**src/hdl/cefp_pkg.sv**
```systemverilog
// ----------------------------------------------------------------------------
// cefp_pkg
// Shared types and constants of the control event frame parser.
// ----------------------------------------------------------------------------
package cefp_pkg;

    // Frame start marker
    localparam logic [7:0] START_BYTE   = 8'hE9;

    // Frame type codes as they appear in the type byte
    localparam logic [7:0] TYPE_PRESS   = 8'd1;
    localparam logic [7:0] TYPE_RELEASE = 8'd2;
    localparam logic [7:0] TYPE_TURN    = 8'd3;

    // Position inside a frame
    typedef enum logic [2:0] {
        PH_HUNT,
        PH_TYPE,
        PH_BTN_ID,
        PH_BTN_SUM,
        PH_DIAL_ID,
        PH_DIAL_CNT,
        PH_DIAL_SUM
    } t_phase;

    // Event kinds on the result channel
    typedef enum logic [1:0] {
        KIND_PRESS   = 2'd0,
        KIND_RELEASE = 2'd1,
        KIND_TURN    = 2'd2
    } t_kind;

    // One received item
    typedef struct packed {
        logic       gap;
        logic [7:0] rx_byte;
    } t_item;

    // One decoded event
    typedef struct packed {
        t_kind             kind;
        logic [7:0]        control_id;
        logic signed [7:0] turn_count;
    } t_event;

endpackage

```
**src/hdl/cefp_if.sv**
```systemverilog
// ----------------------------------------------------------------------------
// cefp_rx_if / cefp_evt_if
// Valid/ready channels for received bytes and for decoded events.
// ----------------------------------------------------------------------------
interface cefp_rx_if;
    logic       valid;
    logic       ready;
    logic [7:0] rx_byte;
    logic       gap;

    modport source (output valid, output rx_byte, output gap, input ready);
    modport sink   (input valid, input rx_byte, input gap, output ready);
endinterface

interface cefp_evt_if;
    logic              valid;
    logic              ready;
    logic [1:0]        event_kind;
    logic [7:0]        control_id;
    logic signed [7:0] turn_count;

    modport source (output valid, output event_kind, output control_id,
                    output turn_count, input ready);
    modport sink   (input valid, input event_kind, input control_id,
                    input turn_count, output ready);
endinterface

```
**src/hdl/cefp_in_stage.sv**
```systemverilog
// ----------------------------------------------------------------------------
// cefp_in_stage
// Input register: captures one received item and holds it until the parser
// consumes it.
// ----------------------------------------------------------------------------
module cefp_in_stage (
    input  logic            i_clk,
    input  logic            i_rst_n,
    cefp_rx_if.sink         i_rx,
    input  logic            i_consume,
    output logic            o_valid,
    output cefp_pkg::t_item o_item
);

    logic            r_valid;
    cefp_pkg::t_item r_item;

    // Accept a new transfer when empty or when the held item leaves now
    assign i_rx.ready = !r_valid || i_consume;

    // Track occupancy
    always_ff @(posedge i_clk) begin
        if (!i_rst_n) begin
            r_valid <= 1'b0;
        end else if (i_rx.ready) begin
            r_valid <= i_rx.valid;
        end
    end

    // Capture payload
    always_ff @(posedge i_clk) begin
        if (i_rx.valid && i_rx.ready) begin
            r_item.gap     <= i_rx.gap;
            r_item.rx_byte <= i_rx.rx_byte;
        end
    end

    assign o_valid = r_valid;
    assign o_item  = r_item;

endmodule

```
**src/hdl/cefp_parser.sv**
```systemverilog
// ----------------------------------------------------------------------------
// cefp_parser
// Frame state machine: hunts for the start byte, collects type, id and
// count, checks the running sum and flags a decoded event.
// ----------------------------------------------------------------------------
module cefp_parser (
    input  logic             i_clk,
    input  logic             i_rst_n,
    input  logic             i_take,
    input  cefp_pkg::t_item  i_item,
    output logic             o_evt_valid,
    output cefp_pkg::t_event o_evt
);

    cefp_pkg::t_phase r_phase, n_phase;
    logic [1:0]       r_type,  n_type;
    logic [7:0]       r_sum,   n_sum;
    logic [7:0]       r_id,    n_id;
    logic [7:0]       r_cnt,   n_cnt;
    logic [7:0]       sum_add;

    assign sum_add = r_sum + i_item.rx_byte;

    // State register
    always_ff @(posedge i_clk) begin
        if (!i_rst_n) begin
            r_phase <= cefp_pkg::PH_HUNT;
            r_type  <= 2'd0;
            r_sum   <= 8'd0;
            r_id    <= 8'd0;
            r_cnt   <= 8'd0;
        end else begin
            r_phase <= n_phase;
            r_type  <= n_type;
            r_sum   <= n_sum;
            r_id    <= n_id;
            r_cnt   <= n_cnt;
        end
    end

    // Next state and event decode
    always_comb begin
        n_phase          = r_phase;
        n_type           = r_type;
        n_sum            = r_sum;
        n_id             = r_id;
        n_cnt            = r_cnt;
        o_evt_valid      = 1'b0;
        o_evt.kind       = (r_phase == cefp_pkg::PH_DIAL_SUM) ? cefp_pkg::KIND_TURN :
                           (r_type == cefp_pkg::TYPE_RELEASE[1:0]) ?
                           cefp_pkg::KIND_RELEASE : cefp_pkg::KIND_PRESS;
        o_evt.control_id = r_id;
        o_evt.turn_count = (r_phase == cefp_pkg::PH_DIAL_SUM) ? r_cnt : 8'sd0;

        if (i_take) begin
            if (i_item.gap) begin
                // Abandon any partial frame
                n_phase = cefp_pkg::PH_HUNT;
                n_sum   = 8'd0;
            end else begin
                case (r_phase)
                    cefp_pkg::PH_TYPE: begin
                        n_sum = sum_add;
                        if (i_item.rx_byte inside {cefp_pkg::TYPE_PRESS,
                                                   cefp_pkg::TYPE_RELEASE}) begin
                            n_type  = i_item.rx_byte[1:0];
                            n_phase = cefp_pkg::PH_BTN_ID;
                        end else if (i_item.rx_byte == cefp_pkg::TYPE_TURN) begin
                            n_type  = cefp_pkg::TYPE_TURN[1:0];
                            n_phase = cefp_pkg::PH_DIAL_ID;
                        end else begin
                            // Unknown type: drop the frame
                            n_phase = cefp_pkg::PH_HUNT;
                            n_sum   = 8'd0;
                        end
                    end
                    cefp_pkg::PH_BTN_ID: begin
                        n_id    = i_item.rx_byte;
                        n_cnt   = 8'd0;
                        n_sum   = sum_add;
                        n_phase = cefp_pkg::PH_BTN_SUM;
                    end
                    cefp_pkg::PH_DIAL_ID: begin
                        n_id    = i_item.rx_byte;
                        n_sum   = sum_add;
                        n_phase = cefp_pkg::PH_DIAL_CNT;
                    end
                    cefp_pkg::PH_DIAL_CNT: begin
                        n_cnt   = i_item.rx_byte;
                        n_sum   = sum_add;
                        n_phase = cefp_pkg::PH_DIAL_SUM;
                    end
                    cefp_pkg::PH_BTN_SUM,
                    cefp_pkg::PH_DIAL_SUM: begin
                        // Emit only on a matching checksum
                        o_evt_valid = (i_item.rx_byte == r_sum);
                        n_phase     = cefp_pkg::PH_HUNT;
                        n_sum       = 8'd0;
                    end
                    default: begin
                        // Hunt for the start byte
                        if (i_item.rx_byte == cefp_pkg::START_BYTE) begin
                            n_sum   = cefp_pkg::START_BYTE;
                            n_phase = cefp_pkg::PH_TYPE;
                        end else begin
                            n_phase = cefp_pkg::PH_HUNT;
                            n_sum   = 8'd0;
                        end
                    end
                endcase
            end
        end
    end

endmodule

```
**src/hdl/cefp_out_stage.sv**
```systemverilog
// ----------------------------------------------------------------------------
// cefp_out_stage
// Result register: holds one decoded event until the receiver takes it.
// ----------------------------------------------------------------------------
module cefp_out_stage (
    input  logic             i_clk,
    input  logic             i_rst_n,
    input  logic             i_load,
    input  cefp_pkg::t_event i_evt,
    output logic             o_free,
    cefp_evt_if.source       o_evt
);

    logic             r_valid;
    cefp_pkg::t_event r_evt;

    // Slot can take a new event when empty or drained this cycle
    assign o_free = !r_valid || o_evt.ready;

    // Track occupancy
    always_ff @(posedge i_clk) begin
        if (!i_rst_n) begin
            r_valid <= 1'b0;
        end else if (o_free) begin
            r_valid <= i_load;
        end
    end

    // Capture payload
    always_ff @(posedge i_clk) begin
        if (i_load) begin
            r_evt <= i_evt;
        end
    end

    assign o_evt.valid      = r_valid;
    assign o_evt.event_kind = r_evt.kind;
    assign o_evt.control_id = r_evt.control_id;
    assign o_evt.turn_count = r_evt.turn_count;

endmodule

```
**src/hdl/control_event_frame_parser_core.sv**
```systemverilog
// ----------------------------------------------------------------------------
// control_event_frame_parser_core
// Parses control event frames from a received byte stream.
// ----------------------------------------------------------------------------
// Usage:
//   i_rx carries one received byte per transfer, or a gap marker (gap = 1)
//   for a receive timeout; a gap abandons any partial frame.
//   o_evt carries one event per valid frame: press, release or dial turn,
//   with the control id and the signed turn count (zero for buttons).
//   A frame is start byte 0xE9, type, id, [count,] checksum; the checksum is
//   the 8-bit sum of all earlier frame bytes. Bad checksums and unknown
//   types drop the frame silently.
// Timing:
//   One transfer per cycle is sustained while o_evt is not stalled. The event
//   for a checksum byte is held in the input register, then loaded into the
//   result register by the state update, and from there shown on o_evt.
// Reset:
//   i_rst_n is synchronous, active low; the parser returns to hunting and
//   both registers empty.
// Stall:
//   While o_evt is stalled with an event held, the next item waits in the
//   input register and i_rx.ready drops until the result register drains.
// ----------------------------------------------------------------------------
module control_event_frame_parser_core (
    input  logic        i_clk,
    input  logic        i_rst_n,
    cefp_rx_if.sink     i_rx,
    cefp_evt_if.source  o_evt
);

    logic             in_valid;
    cefp_pkg::t_item  in_item;
    logic             out_free;
    logic             consume;
    logic             evt_valid;
    cefp_pkg::t_event evt;

    // Advance the held item whenever the result slot can take an event
    assign consume = in_valid && out_free;

    cefp_in_stage u_in (
        .i_clk     (i_clk),
        .i_rst_n   (i_rst_n),
        .i_rx      (i_rx),
        .i_consume (consume),
        .o_valid   (in_valid),
        .o_item    (in_item)
    );

    cefp_parser u_parser (
        .i_clk       (i_clk),
        .i_rst_n     (i_rst_n),
        .i_take      (consume),
        .i_item      (in_item),
        .o_evt_valid (evt_valid),
        .o_evt       (evt)
    );

    cefp_out_stage u_out (
        .i_clk   (i_clk),
        .i_rst_n (i_rst_n),
        .i_load  (evt_valid),
        .i_evt   (evt),
        .o_free  (out_free),
        .o_evt   (o_evt)
    );

endmodule

```
**src/flat_wrapper.sv**
```systemverilog
// flat-port wrapper written by rule: the top's interface ports become plain ports
module control_event_frame_parser_core_flat 
  (i_clk, i_rst_n, i_rx_valid, i_rx_rx_byte, i_rx_gap, i_rx_ready, o_evt_valid, o_evt_event_kind, o_evt_control_id, o_evt_turn_count, o_evt_ready);
  cefp_rx_if i_rx_i ();
  cefp_evt_if o_evt_i ();
  input  logic i_clk;
  input  logic i_rst_n;
  input wire logic [$bits(i_rx_i.valid)-1:0] i_rx_valid;
  input wire logic [$bits(i_rx_i.rx_byte)-1:0] i_rx_rx_byte;
  input wire logic [$bits(i_rx_i.gap)-1:0] i_rx_gap;
  output wire logic [$bits(i_rx_i.ready)-1:0] i_rx_ready;
  output wire logic [$bits(o_evt_i.valid)-1:0] o_evt_valid;
  output wire logic [$bits(o_evt_i.event_kind)-1:0] o_evt_event_kind;
  output wire logic [$bits(o_evt_i.control_id)-1:0] o_evt_control_id;
  output wire logic [$bits(o_evt_i.turn_count)-1:0] o_evt_turn_count;
  input wire logic [$bits(o_evt_i.ready)-1:0] o_evt_ready;
  assign i_rx_i.valid = i_rx_valid;
  assign i_rx_i.rx_byte = i_rx_rx_byte;
  assign i_rx_i.gap = i_rx_gap;
  assign i_rx_ready = i_rx_i.ready;
  assign o_evt_valid = o_evt_i.valid;
  assign o_evt_event_kind = o_evt_i.event_kind;
  assign o_evt_control_id = o_evt_i.control_id;
  assign o_evt_turn_count = o_evt_i.turn_count;
  assign o_evt_i.ready = o_evt_ready;
  control_event_frame_parser_core u_core (.i_clk(i_clk), .i_rst_n(i_rst_n), .i_rx(i_rx_i), .o_evt(o_evt_i));
endmodule
```
**config.mk**
```make
export PLATFORM = sky130hd
export DESIGN_NAME = control_event_frame_parser_core_flat
export DESIGN_NICKNAME = d
export VERILOG_FILES = /design/src/hdl/cefp_pkg.sv /design/src/hdl/cefp_if.sv /design/src/hdl/cefp_in_stage.sv /design/src/hdl/cefp_parser.sv /design/src/hdl/cefp_out_stage.sv /design/src/hdl/control_event_frame_parser_core.sv /design/src/flat_wrapper.sv
export SDC_FILE = /design/constraint.sdc
export NUM_CORES = 1
export LEC_CHECK = 0
export ABC_AREA = 1
export BUFFER_PORTS_ARGS = -buffer_cell sky130_fd_sc_hd__buf_2
export CORE_MARGIN = 5
export CORE_UTILIZATION = 57
export CTS_BUF_LIST = sky130_fd_sc_hd__clkbuf_16
export CTS_CLUSTER_DIAMETER = 60
export DETAILED_ROUTE_END_ITERATION = 16
export PLACE_DENSITY = 0.91
export SYNTH_ARGS = -nofsm -noshare
export SYNTH_HDL_FRONTEND = slang
export SYNTH_SLANG_ARGS = --single-unit
export TNS_END_PERCENT = 1
```
**constraint.sdc**
```tcl
create_clock -name i_clk -period 2.9 [get_ports i_clk]
set_clock_uncertainty 0.1 [all_clocks]
set_input_delay 0.145 -clock i_clk [delete_from_list [all_inputs] [get_ports i_clk]]
set_output_delay 0.145 -clock i_clk [all_outputs]
set_load 0.03 [all_outputs]
```
; Yosys cells after proc, flatten, opt, wreduce, memory -nomap -nowiden
; Cells that the tools add are included.
[totals]
regBits = 58
in_bits = 13
output_inout_bits = 20
[op_classes]
n_bitwise = 1
n_mux = 17
eq_ne = 12
n_reduce_logical = 15
addsub = 1
[op_table]
columns = op, count
row1 = 8-bit two-way mux, 4
row2 = 8-bit case mux with 3 select lines, 1
row3 = 8-bit by 2-bit == test with 1-bit output (second input constant), 2
row4 = 8-bit case mux with 2 select lines, 1
row5 = 3-bit case mux with 5 select lines, 1
row6 = 3-bit == test (second input constant), 3
row7 = 3-bit two-way mux, 3
row8 = 8-bit adder, 1
row9 = 8-bit by 1-bit == test with 1-bit output (second input constant), 1
row10 = 8-bit == test, 1
row11 = 8-bit == test (second input constant), 1
row12 = 3-bit by 2-bit == test with 1-bit output (second input constant), 2
row13 = 3-bit AND reduction, 2
row14 = 2-bit nonzero test, 3
row15 = 1-bit two-way mux, 5
row16 = 2-bit two-way mux, 2
row17 = 4-bit AND reduction, 1
row18 = 2-bit OR reduction, 2
row19 = 3-bit by 1-bit == test with 1-bit output (second input constant), 1
row20 = 3-bit OR reduction, 1
row21 = 2-bit == test (second input constant), 1
row22 = 1-bit logical AND, 2
row23 = 1-bit logical NOT, 2
row24 = 1-bit logical OR, 2
row25 = 1-bit NOT, 1

; Logic depth before layout (Yosys ltp)
; Gate-level depths: netlist of run 1.
[logic_depth]
word_depth = 5
depth_mapped = 10
ltp_nobuf = 10

; Cells and area by module
; A second synthesis of run 1 with hierarchy kept.
[unflattened]
hier_cells = 303
hier_area_um2 = 2605.0
[modules_own_cells]
columns = mod, area_per_inst_um2, cells_per_inst, instances
row1 = cefp_parser, 1689.1, 261, 1
row2 = cefp_out_stage, 586.8, 24, 1
row3 = cefp_in_stage, 321.6, 16, 1
row4 = control_event_frame_parser_core, 7.5, 2, 1

; Worst setup path before layout of run 1
; OpenSTA, ideal clock, no wires.
[synth_path]
path_type = register to register
start = register u_core.u_in.r_item, in the netlist u_core.u_in.o_item[4]
end = register u_core.u_out.r_evt, in the netlist u_core.u_out.o_evt.control_id[0], enable pin
t_required_ns = 2.427
path_stages_with_launch = 7
setup_ns = 0.373
setup_slack_ns = 0.895
arrival_time_ns = 1.532
synth_period_minus_slack_ns = 2.005
path_cell_list = edfxtp_1 -> ha_1 -> nor2_1 -> nand2_1 -> nor3_1 -> nand3_1 -> inv_1
[synth_between]
elab_chain_cells = 4
[synth_rtl]
columns = element, line_no
row1 = "start, declared", cefp_in_stage.sv:16  ; cefp_pkg::t_item r_item;
row2 = 8-bit == test, cefp_parser.sv:96  ; o_evt_valid = (i_item.rx_byte == r_sum);
row3 = 1-bit two-way mux, cefp_parser.sv:61  ; case (r_phase)
row4 = 1-bit two-way mux, cefp_parser.sv:56  ; if (i_item.gap) begin
row5 = 1-bit two-way mux, cefp_parser.sv:55  ; if (i_take) begin
row6 = named net u_core.evt_valid, control_event_frame_parser_core.sv:35  ; logic evt_valid;
row7 = "end signal, assigned", cefp_out_stage.sv:32  ; r_evt <= i_evt;
row8 = "end, declared", cefp_out_stage.sv:15  ; cefp_pkg::t_event r_evt;
; The timed path passes the listed nets, and every way through them passes these cells.
; A chain may end at the register's enable or synchronous reset.

; Worst setup path after layout of run 1
[layout_path]
start = register u_core.u_in.r_item, in the netlist u_core.u_in.o_item[4]
end = register u_core.u_out.r_evt, in the netlist u_core.u_out.o_evt.control_id[6], enable pin
; Same word-level chain as after synthesis.

==> results of run 1 <==
==> cell families (layout without fill, tap and decap cells) <==
family                   after synthesis  after routing  share of synthesized area, %
AO/OA/AOI/OAI                         45             45                          10.0
flip-flops                            58             58                          54.7
adder cells (fa/ha/maj)                8              8                          4.11
AND/OR/NAND/NOR                      137            137                          23.1
XOR/XNOR                               3              3                          1.00
buffers and inverters                 45             98                          6.98
==> worst register-to-register path, delay by kind of cell (launching register included) <==
kind | cells | cell delay, ns
flops | 1 | 0.46
simple gates | 4 | 0.46
fa+ha+maj | 1 | 0.40
buf+inv | 1 | 0.53
==> per-stage QoR <==
stage          power, W  instances  setup WS [ns]  hold WS (ns)  cell area (um2)
2_1_floorplan  0.000919        296          0.895         0.144             2620
3_3_place_gp   0.000938        375          0.702         0.222             2810
3_5_place_dp   0.000940        375          0.567         0.224             2810
4_1_cts         0.00204        401          0.562        0.0299             3220
5_1_grt         0.00209        401          0.392        0.0439             3220
6_report        0.00202        401          0.572        0.0342             3220
==> per-layer routing <==
| metal | vias to the layer above | track usage [%] |
|---|---|---|
| met5 | - | 0 |
| met4 | 0 | 9.97 |
| met3 | 20 | 7.29 |
| met2 | 89 | 33.6 |
| met1 | 1001 | 23.3 |
| li1 | 1060 | - |
==> placed cells by master (no fill, tap or decap) <==
master                          netlist  routed
sky130_fd_sc_hd__a21oi_1             27      27
sky130_fd_sc_hd__a21oi_2              2       2
sky130_fd_sc_hd__a21oi_4              1       1
sky130_fd_sc_hd__a311oi_1             1       1
sky130_fd_sc_hd__buf_2                0      32
sky130_fd_sc_hd__bufinv_16            0       2
sky130_fd_sc_hd__clkbuf_16            0       9
sky130_fd_sc_hd__clkinv_1             0       2
sky130_fd_sc_hd__clkinv_2             0       1
sky130_fd_sc_hd__clkinv_4             0       1
sky130_fd_sc_hd__dfxtp_1             31      31
sky130_fd_sc_hd__dlygate4sd3_1        0      10
sky130_fd_sc_hd__edfxtp_1            27      27
sky130_fd_sc_hd__fa_1                 1       1
sky130_fd_sc_hd__ha_1                 7       7
sky130_fd_sc_hd__inv_1               36      37
sky130_fd_sc_hd__inv_2                3       3
sky130_fd_sc_hd__inv_4                1       1
sky130_fd_sc_hd__nand2_1             73      73
sky130_fd_sc_hd__nand2_2              2       2
sky130_fd_sc_hd__nand2_4              2       2
sky130_fd_sc_hd__nand3_1             16      16
sky130_fd_sc_hd__nand3_2              2       2
sky130_fd_sc_hd__nand3b_1             1       1
sky130_fd_sc_hd__nand4_1              1       1
sky130_fd_sc_hd__nor2_1              31      31
sky130_fd_sc_hd__nor2_2               1       1
sky130_fd_sc_hd__nor2_4               3       3
sky130_fd_sc_hd__nor3_1               4       4
sky130_fd_sc_hd__nor4_1               1       1
sky130_fd_sc_hd__o21a_1               1       1
sky130_fd_sc_hd__o21ai_0              9       9
sky130_fd_sc_hd__o21ai_2              3       3
sky130_fd_sc_hd__o22ai_1              1       1
sky130_fd_sc_hd__xnor2_1              1       1
sky130_fd_sc_hd__xor2_1               2       2
==> what timing repair did <==
item,CTS,global route
hold endpoints to repair,10,0
resized for setup,0,0
hold buffers,10,0
==> Yosys cell counts (2+ instances only) <==
library cell               count
sky130_fd_sc_hd__a21oi_1      27
sky130_fd_sc_hd__a21oi_2       2
sky130_fd_sc_hd__clkbuf_1      4
sky130_fd_sc_hd__dfxtp_1      31
sky130_fd_sc_hd__edfxtp_1     27
sky130_fd_sc_hd__ha_1          7
sky130_fd_sc_hd__inv_1        36
sky130_fd_sc_hd__inv_2         3
sky130_fd_sc_hd__nand2_1      73
sky130_fd_sc_hd__nand2_2       2
sky130_fd_sc_hd__nand2_4       2
sky130_fd_sc_hd__nand3_1      16
sky130_fd_sc_hd__nand3_2       2
sky130_fd_sc_hd__nor2_1       31
sky130_fd_sc_hd__nor2_4        3
sky130_fd_sc_hd__nor3_1        4
sky130_fd_sc_hd__o21ai_0       9
sky130_fd_sc_hd__o21ai_2       3
sky130_fd_sc_hd__xor2_1        2
==> state kept, by name (all words and copies together), names as in the netlist <==
signal / cells
u_core.u_in.o_item: 9
u_core.u_out.o_evt.control_id: 8
u_core.u_out.o_evt.turn_count: 8
u_core.u_parser.r_cnt: 8
u_core.u_parser.r_id: 8
u_core.u_parser.r_sum: 8
u_core.u_parser.r_phase: 3
u_core.u_out.o_evt.event_kind: 2
u_core.u_parser.r_type: 2
u_core.u_in.o_valid: 1
u_core.u_out.o_evt.valid: 1
==> where the power goes <==
group	switching, W	total (W)	internal (W)
combinational	0.0000379	0.0000641	0.0000262
sequential	0.0000104	0.000872	0.000862
clock	0.000346	0.00109	0.000741
total	0.000394	0.00202	0.00163
==> area by class of cell <==
| type | count | area (um2) | area share [%] |
|---|---|---|---|
| Sequential cell | 58 | 1430 | 44.4 |
| Multi-Input combinational cell | 193 | 1000 | 31.1 |
| Timing Repair Buffer | 42 | 260 | 8.08 |
| Clock buffer | 9 | 225 | 6.99 |
| Inverter | 40 | 153 | 4.74 |
| Clock inverter | 7 | 85.1 | 2.64 |
| Tap cell | 52 | 65.1 | 2.02 |
==> path summary, 6_finish.rpt <==
kind                                               from                                to  slack (ns)  depth (start not counted)
worst max-delay path              u_core.u_in.o_item[4]  u_core.u_out.o_evt.control_id[6]        0.57                          6
worst min-delay path                            i_rst_n           u_core.u_parser.r_id[5]        0.03                          3
worst max register to register    u_core.u_in.o_item[4]  u_core.u_out.o_evt.control_id[6]        0.57                          6
worst min register to register  u_core.u_parser.r_id[3]  u_core.u_out.o_evt.control_id[3]        0.33                          0
==> results.md, run 1 <==
- The flow ran to the end, and the final reports show no timing, DRC or antenna violations.
- The number of hold violations in the final report is 0.
- The maximum fanout encountered on the critical timing path is 18.
- The number of core rows is 24.
- The number of nets in the synthesized netlist is 317.
- The synthesized area is 2620 um2.
- The DRC marker count from the first detailed-route iteration is 152.
- The area growth from synthesis to layout is 23.1%.
- Sequential cells were found to cover 54.7% of the synthesized design area.
- The first global-routing pass estimated 9.65 mm of wire.
- Counting flops with an async set or reset pin after synthesis yields a share of 0%.
- The wire length per cell after detailed routing is 14.2 um.
- After detailed routing, the wire length on met1 is 2.24 mm.
- The count of buffers from port buffering is 32.
- The region available for standard cell placement spans 4410 um2.
- In the detailed route, the total length drawn on met2 is 2.83 mm.
- After detailed routing, no signal wire sits above met4.
- The H-tree was split into 3 levels.
- The number of pins exceeding their max-slew limit in the final report was 0.
- The detail route stage leaves a number of antenna-violating nets equal to 0.
- The clock root buffer master is sky130_fd_sc_hd__clkbuf_16.
- The type of the worst min-delay path is in -> reg.
- The number of violations of the max-capacitance limit is 0.
- The global-route total usage across every layer is 20.4%.
- The arrival time of data at the critical path endpoint is 2.18 ns.
- During synthesis, Yosys emitted a total of 0 warnings.
- The total of flip-flops plus latches after synthesis is 58.
- The most used flip-flop cell after synthesis is sky130_fd_sc_hd__dfxtp_1.
- Data on the critical path is required at its endpoint by 2.75 ns.
- The height of the die is 77.8 um.
- The number of buffers and inverters on the critical path is 1.
- The cell type contributing the most total cell area after synthesis is sky130_fd_sc_hd__edfxtp_1.
- The total congestion overflow after global routing is 0.
- After the last flow step, the layout net total stands at 365.
- Based on the critical path, the design can be clocked at up to 429 MHz.
- The largest single stage delay on the critical path is 0.53 ns.
- The later pin in the worst-skew pair is clocked with a latency of 0.32 ns.
- The buffer count from post-CTS setup fixing is 0.
- The final routed wirelength across all metal layers is 5.71 mm.
- The weighted congestion reported at the end of routability-driven placement is 0.938.
- The number of distinct library cell variants in the gate-level netlist after synthesis is 31.
- The final number of setup-violating endpoints is 0.
- The number of flops mapped to enable cells by yosys is 27.
- For the pin with the worst max-slew slack, the measured transition is 0.714 ns.
- The average instance area after synthesis is 8.84 um2.
- Sorting the synthesized cells by area gives the leading types as sky130_fd_sc_hd__edfxtp_1 (31%), sky130_fd_sc_hd__dfxtp_1 (24%), sky130_fd_sc_hd__nand2_1 (10%), sky130_fd_sc_hd__a21oi_1 (5.2%), sky130_fd_sc_hd__inv_1 (5.2%).
- Counting every sink on the clock net gives 58.
- The worst path uses 80.3% of the clock period.
- The via count of the first global-routing pass is 2151.
- The endpoint type of the worst setup path is a flop.
- Synthesis produced a netlist whose cell count is 296.
- In this run the tightest slew margin relative to its limit is 52.4%.
- The chip width is 77.8 um.
- TritonCTS built the clock tree.
- In the routed design, unresolved DRC markers number 0.
- The largest buffer count on any clock path is 2.
- The routed layout has 2170 vias.
- The maximum number of pins on one net before global-route repair is 23.
- The count of inserted antenna diode cells is 0.
- The type of element launching the critical path is a flop.
- The critical path is of the reg -> reg type.
- The critical path goes through ha_1 > nor2_1 > nand2_1 > nor3_1 > nand3_1 > inv_1.
- For this design the ratio of total power to cell area is 628 nW/um2.
- The number of antenna violations at the first check in global routing was 0.
- Of the cells placed in the final design, the portion with a size suffix greater than 1 is 18.6%.
- For this design, the slowest cell found on the critical path is sky130_fd_sc_hd__inv_1.
- Cells fill 73.0% of the core in the end.
- Clock-pin slew was measured on the worst setup and hold paths at 0.05 ns.
- The HPWL after detailed placement is 3.84 mm.
- For this run, the detailed router's first-pass iteration total came to 4.
- Setup repair after global routing left no endpoint under its margin.
- For this design the top-level I/O count stands at 33.
- The starting density of the core is 59.3%.
- The area share of the largest cell type after synthesis is 31.0%.
- Across the VDD grid, the largest voltage drop is 479 uV.
- The die covers 6050 um2.
- After detailed routing, the number of vias per cell comes to 5.41.
- After filler insertion, the fill cell instance count of the layout stands at 321.
- Summed over all cells, the static leakage comes to 1.34 nW.
- The family with the most delay on the worst path is buffers and inverters.
- The accumulated negative setup slack is 0 ns.
- Subtracting the final worst setup slack from the clock period gives 2.33 ns.
- Counting the buffers created by CTS gives 9.
- In the detailed route, the total length drawn on met3 is 470 um.
(Power assumes the default switching activity.)
==> run 2, diff against run 1 <==
CORE_UTILIZATION = 51   (was 57)
PLACE_DENSITY = 0.86   (was 0.91)
clock period = 2.1 ns   (was 2.9 ns; I/O delays follow)
==> run 2 against run 1 <==
- combinational power increased by 52%
- first-iteration DRC count decreased by 13%
- final cell count up 6.5%
- sequential share of layout area shrank 0.88 points
- critical path depth grew 1
- non-clock buffer count increased by 8
- hold slack about the same
==> results.md, run 2 (synthesis gave the netlist of run 1 again) <==
- The flow ran to the end, and the final reports show no timing, DRC or antenna violations.
- The DRC marker count from the first detailed-route iteration is 133 (-13%).
- The largest buffer count on any clock path is 2 (unchanged).
- The placeable core region is 5040 um2 (+14%).
- The clock buffer count from CTS came to 9 (unchanged).
- The maximum operating frequency came to 509 MHz (+19%).
- The critical path goes through ha_1 > nor2_1 > nand2_1 > nor3_1 > nand3_1 > inv_1 > buf_12.
- The min-delay analysis places its worst path in the category in -> reg.
- The count of inserted antenna diode cells is 0 (unchanged).
- The HPWL after detailed placement is 3.98 mm (+3.7%).
- The combined area of the multi-input logic cells came to 1010 um2 (+0.37%).
- The number of pins exceeding their max-slew limit in the final report came to 0 (unchanged).
- The clock sink total came to 58 (unchanged).
- The endpoint type of the worst setup path is a flop.
- The type of element launching the critical path is a flop.
- The sequential cell area is 1430 um2 (unchanged).
- The static leakage is 1.35 nW (+1.2%).
- The slew at the pin closest to its max-slew limit was 0.419 ns (-0.294 ns).
- The worst supply voltage drop on vdd is 490 uV (+2.3%).
- The clock-pin slew on the worst setup and hold paths is 0.05 ns (about the same).
- The number of nets in the layout came to 373 (+2.2%).
- The source-to-sink clock delay at the later pin of the worst-skew pair is 0.33 ns (about the same).
- The CTS tree is done.
- The category of the most critical setup path is reg -> reg.
- The endpoint required time on the critical path is 2.04 ns (-0.71 ns).
- The buffer count from post-CTS setup fixing came to 0 (unchanged).
- The maximum level of the CTS H-tree came to 3 (unchanged).
- Setup repair after global routing left no endpoint under its margin.
- The residual DRC count is 0 (unchanged).
- The number of violations of the max-capacitance limit is 0 (unchanged).
- The headroom to the max-slew limit is 72.0% (+20 points).
- The arrival time of data at the critical path endpoint came to 1.90 ns (-0.28 ns).
- The top-level port count is 33 (unchanged).
- The global-route total usage across every layer is 19.1% (-1.3 points).
- The number of core rows is 26 (+8.3%).
- The final number of setup-violating endpoints came to 0 (unchanged).
- The starting density of the core is 51.9% (-7.4 points).
- In this design, the largest share of critical-path delay is due to flip-flops.
- The total power divided by cell area is 791 nW/um2 (+26%).
- The global-route wire length before repair is 9.14 mm (-5.3%).
- The delay contributed by the slowest stage of the critical path is 0.46 ns (-0.07 ns).
- The library cells used most frequently in the layout, excluding fill and tap cells, are sky130_fd_sc_hd__nand2_1 (73), sky130_fd_sc_hd__inv_1 (36), sky130_fd_sc_hd__buf_2 (32), sky130_fd_sc_hd__nor2_1 (31), sky130_fd_sc_hd__dfxtp_1 (31).
- The number of hold violations in the final report was 0 (unchanged).
- The first-pass iteration count of the detailed router is 5 (+1).
- Relative to the synthesized area, the layout overhead comes to 25.6%.
- The maximum number of pins on one net before global-route repair is 19 (-17%).
- The flip-flop count of the largest register, all copies and words added is 9 (unchanged).
- The via-per-instance ratio was 4.90 (-9.5%).
- Clock tree synthesis selected as its root buffer the cell sky130_fd_sc_hd__clkbuf_16.
- The layout cell share with drive strength beyond 1 is 20.7% (+2.1 points).
- The weighted congestion reported at the end of routability-driven placement is 0.912 (-2.8%).
- The buffers plus inverters on the worst setup path was 2 (+1).
- The maximum fanout encountered on the critical timing path was 18 (unchanged).
- The final routed wirelength across all metal layers is 5.74 mm (+0.51%).
- The number of vias after detailed routing is 2092 (-3.6%).
- The accumulated negative setup slack was 0 ns (unchanged).
- The count of buffers from port buffering is 32 (unchanged).
- The number of nets still failing antenna checks after routing is 0 (unchanged).
- The wire length per cell after detailed routing was 13.4 um (-5.6%).
- The number of antenna violations at the first check in global routing is 0 (unchanged).
- The final-layout worst hold slack is 0.0341 ns (-0.000109 ns).
- The portion of the clock cycle consumed by the worst path in the final layout is 93.5% (+13 points).
- The height of the die is 81.6 um (+5.0%).
- The chip width is 81.6 um (+5.0%).
- The via count of the first global-routing pass is 1957 (-9.0%).
- The slowest stage of the critical path is the sky130_fd_sc_hd__edfxtp_1 cell.
- The total congestion overflow after global routing is 0 (unchanged).
- The area of the die is 6660 um2 (+10%).
- The number of inserted filler cells in the final layout is 407 (+27%).
- The shortest period the worst path allows is 1.96 ns (-0.366 ns).
- The most frequent standard cell in the layout excluding fill and tap cells is sky130_fd_sc_hd__nand2_1.
==> run 2: cell types whose count changed in the layout (fill, tap and decap cells not counted) <==
cell                            delta
sky130_fd_sc_hd__a21oi_1           -1
sky130_fd_sc_hd__buf_12            +1
sky130_fd_sc_hd__clkinv_1          -1
sky130_fd_sc_hd__dlygate4sd3_1     +2
sky130_fd_sc_hd__bufinv_16         -2
sky130_fd_sc_hd__inv_1             -1
sky130_fd_sc_hd__a21oi_2           +1
sky130_fd_sc_hd__buf_4             +5
sky130_fd_sc_hd__clkinv_4          +1
sky130_fd_sc_hd__clkinv_2          +1
sky130_fd_sc_hd__clkinvlp_4        +2
==> run 2: worst min-delay path: stages <==
cell	delay, ns
sky130_fd_sc_hd__buf_2	0.07
sky130_fd_sc_hd__nor2_1	0.04
sky130_fd_sc_hd__inv_1	0.10
sky130_fd_sc_hd__a21oi_1	0.09
==> run 2: worst paths after layout <==
path	cells past startpoint	slack (ns)	end	startpoint
setup reg to reg	7	0.14	u_core.u_out.o_evt.event_kind[1]	u_core.u_in.o_item[4]
setup / recovery	7	0.14	u_core.u_out.o_evt.event_kind[1]	u_core.u_in.o_item[4]
hold / removal	4	0.03	u_core.u_out.o_evt.valid	o_evt_ready
hold reg to reg	0	0.32	u_core.u_out.o_evt.control_id[1]	u_core.u_parser.r_id[1]
==> run 2: report_power, final <==
group          total (W)  internal (W)  switching (W)
logic          0.0000976     0.0000422      0.0000554
registers        0.00120       0.00119      0.0000129
clock network    0.00130      0.000790       0.000510
==> run 2: layout make-up <==
type                       instances  area share (%)
timing repair buffer              50            10.3
multi-input combinational        193            30.6
clock buffer                       9            6.85
inverter                          40            4.64
tap                               70            2.66
clock inverter                     7            1.41
sequential                        58            43.5
==> run 2: metrics by stage <==
| step | total power, W | cell area (um2) | std cells | worst slack, ns | utilization, % |
|---|---|---|---|---|---|
| 6_report | 0.00260 | 3290 | 427 | 0.137 | 65.2 |
| 5_1_grt | 0.00268 | 3290 | 427 | 0.00408 | 65.2 |
| 4_1_cts | 0.00261 | 3280 | 427 | 0.142 | 65.1 |
| 3_5_place_dp | 0.00130 | 2890 | 399 | 0.161 | 57.3 |
| 3_3_place_gp | 0.00130 | 2890 | 399 | 0.218 | 57.3 |
| 2_1_floorplan | 0.00127 | 2620 | 296 | 0.0947 | - |
==> run 2: what timing repair did <==
action,4_1_cts,5_1_grt
hold buffers,12,0
gates resized for setup,0,1
setup endpoints to repair,0,1
hold endpoints to repair,13,0
==> run 2: layer usage <==
metal | global-route usage [%] | part of all wire, % | up-vias
met5 | 0 | 0 | -
met4 | 10.8 | 1.5 | 0
met3 | 5.04 | 7.0 | 9
met2 | 31.1 | 49 | 60
met1 | 22.8 | 42 | 941
li1 | - | - | 1082
==> run 3, diff against run 2 <==
RECOVER_POWER = 25   (was default)
==> run 3 against run 2 <==
- wire length is 0.19% higher
- sequential power hardly changed
- total power about the same
- final cell count did not move
- via count hardly changed
- combinational power hardly changed
- non-clock buffer count unchanged
- clock-buffer cell count unchanged
- global-route usage unchanged
- setup slack about the same
- clock power is essentially flat
==> results.md, run 3 (synthesis gave the netlist of run 1 again) <==
- The setup slack of the worst register-to-register path is 0.14 ns (about the same).
- The accumulated negative setup slack came to 0 ns (unchanged).
- Leaving out fill and tap cells, the most frequent cell in the layout is sky130_fd_sc_hd__nand2_1.
- Setup repair after global routing left no endpoint under its margin.
- The HPWL after detailed placement was 3.98 mm (unchanged).
- The weighted congestion reported at the end of routability-driven placement was 0.912 (unchanged).
- The largest buffer count on any clock path is 2 (unchanged).
- The arrival time of data at the critical path endpoint is 1.90 ns (about the same).
- The chip width is 81.6 um (unchanged).
- The shortest period the worst path allows came to 1.96 ns (-0.0000150 ns).
- The number of hold violations in the final report is 0 (unchanged).
- The number of core rows is 26 (unchanged).
- The final cell area excluding filler cells is 3280 um2 (-0.23%).
- The area of the die is 6660 um2 (unchanged).
- The global-route total usage across every layer came to 19.1% (unchanged).
- The relative area change from synthesis to final layout is 25.3%.
- The total congestion overflow after global routing is 0 (unchanged).
- The count of inserted antenna diode cells came to 0 (unchanged).
- The slew at the pin closest to its max-slew limit is 0.419 ns (+0.000202 ns).
- The residual DRC count came to 0 (unchanged).
- The tightest min-delay check is of the in -> reg type.
- The first-pass iteration count of the detailed router is 5 (unchanged).
- The placeable core region was 5040 um2 (unchanged).
- The CTS tree is done.
- The cell area reported after detailed placement is 2890 um2 (unchanged).
- The run finished with clean final reports.
- The utilization after layout is 65.0% (-0.15 points).
- The sum of internal, switching and leakage power is 0.00260 W (about the same).
- The final-layout worst hold slack is 0.0341 ns (unchanged).
- The final routed wirelength across all metal layers came to 5.75 mm (+0.19%).
- The height of the die is 81.6 um (unchanged).
- The count of buffers from port buffering is 32 (unchanged).
- The DRC marker count from the first detailed-route iteration is 133 (unchanged).
- The clock sink total came to 58 (unchanged).
- In the layout the commonest cells are sky130_fd_sc_hd__nand2_1 (73), sky130_fd_sc_hd__inv_1 (36), sky130_fd_sc_hd__nor2_1 (31), sky130_fd_sc_hd__dfxtp_1 (31), sky130_fd_sc_hd__edfxtp_1 (27).
- The wire length per cell after detailed routing was 13.5 um (+0.19%).
- The number of pins exceeding their max-slew limit in the final report was 0 (unchanged).
- The global-route wire length before repair came to 9.14 mm (unchanged).
- The number of inserted filler cells in the final layout is 412 (+1.2%).
- The number of violations of the max-capacitance limit was 0 (unchanged).
- The layout cell share with drive strength beyond 1 is 19.0% (-1.7 points).
- The number of vias after detailed routing came to 2090 (-0.096%).
- The clock-pin slew on the worst setup and hold paths is 0.05 ns (about the same).
- The number of nets still failing antenna checks after routing is 0 (unchanged).
- The endpoint required time on the critical path was 2.04 ns (about the same).
- The via-per-instance ratio is 4.89 (about the same).
- The maximum level of the CTS H-tree is 3 (unchanged).
- The top-level port count is 33 (unchanged).
- The static leakage is 1.33 nW (-1.3%).
- The cell type of the slowest stage on the worst timing path is sky130_fd_sc_hd__edfxtp_1.
- The number of nets in the layout came to 373 (unchanged).
- The category of the most critical setup path is reg -> reg.
- The headroom to the max-slew limit is 72.0% (about the same).
- The portion of the clock cycle consumed by the worst path in the final layout is 93.5% (about the same).
- The buffer count from post-CTS setup fixing is 0 (unchanged).
- The final number of setup-violating endpoints is 0 (unchanged).
- The type of element launching the critical path is a flop.
- The number of antenna violations at the first check in global routing is 0 (unchanged).
- The delay contributed by the slowest stage of the critical path is 0.46 ns (about the same).
- The total power divided by cell area is 793 nW/um2 (+0.22%).
- The endpoint type of the worst setup path is a flop.
- The maximum operating frequency came to 509 MHz (about the same).
- The maximum number of pins on one net before global-route repair was 19 (unchanged).
- The signal on the critical path passes through ha_1 > nor2_1 > nand2_1 > nor3_1 > nand3_1 > inv_1 > buf_12.
- The via count of the first global-routing pass came to 1957 (unchanged).
- The starting density of the core is 51.9% (unchanged).
- The flip-flop count of the largest register, all copies and words added is 9 (unchanged).
- The source-to-sink clock delay at the later pin of the worst-skew pair is 0.33 ns (about the same).
- The clock buffer count from CTS was 9 (unchanged).
- The worst supply voltage drop on vdd came to 490 uV (about the same).
- The maximum fanout encountered on the critical timing path came to 18 (unchanged).
- The root buffer cell chosen for the clock tree is sky130_fd_sc_hd__clkbuf_16.
==> run 3: changes by cell type in the layout (fill, tap and decap cells not counted), sizes merged <==
cell / previous run / this run
clkbuf: 9 / 15
buf: 38 / 32
==> run 3: path summary, 6_finish.rpt <==
check,startpoint,end,cells after the start
max reg2reg,u_core.u_in.o_item[4],u_core.u_out.o_evt.event_kind[1],7
min reg2reg,u_core.u_parser.r_id[1],u_core.u_out.o_evt.control_id[1],0
max,u_core.u_in.o_item[4],u_core.u_out.o_evt.event_kind[1],7
min,o_evt_ready,u_core.u_out.o_evt.valid,4
==> run 3: metal layers <==
| metal | routed length (um) | GRT usage [%] |
|---|---|---|
| met2 | 2840 | 31.1 |
| met5 | 0 | 0 |
| met3 | 399 | 5.04 |
| met1 | 2430 | 22.8 |
| met4 | 86 | 10.8 |
==> run 3: cell type report <==
| type | count | area (um2) | share of cell area, % |
|---|---|---|---|
| flip-flops and latches | 58 | 1430 | 43.6 |
| multi-input cells | 193 | 1010 | 30.7 |
| repair buffers | 50 | 330 | 10.1 |
| clock buffers | 9 | 225 | 6.87 |
| inverters | 40 | 153 | 4.65 |
| well taps | 70 | 87.6 | 2.67 |
| clock inverters | 7 | 46.3 | 1.41 |
==> run 3: power breakdown <==
group          switching, W  internal (W)  leakage, nW   total, W
Clock              0.000510      0.000790        0.129    0.00130
Combinational     0.0000554     0.0000419        0.699  0.0000974
Sequential        0.0000129       0.00119        0.505    0.00120
Total              0.000579       0.00202         1.33    0.00260
==> run 3: through the flow <==
step           setup WS, ns  std cells
4_1_cts               0.142        427
6_report              0.137        427
3_5_place_dp          0.161        399
3_3_place_gp          0.218        399
5_1_grt             0.00408        427
2_1_floorplan        0.0947        296
==> run 3: worst max-delay path: cells and delay by family, from the launching register on <==
kind | cells | cell delay [ns]
buf+inv | 2 | 0.27
flops | 1 | 0.46
simple gates | 4 | 0.44
fa+ha+maj | 1 | 0.39
==> run 3: timing repair <==
action / in CTS / in global routing
hold buffers: 12 / 0
setup endpoints to repair: 0 / 1
hold endpoints to repair: 13 / 0
resized for setup: 0 / 1
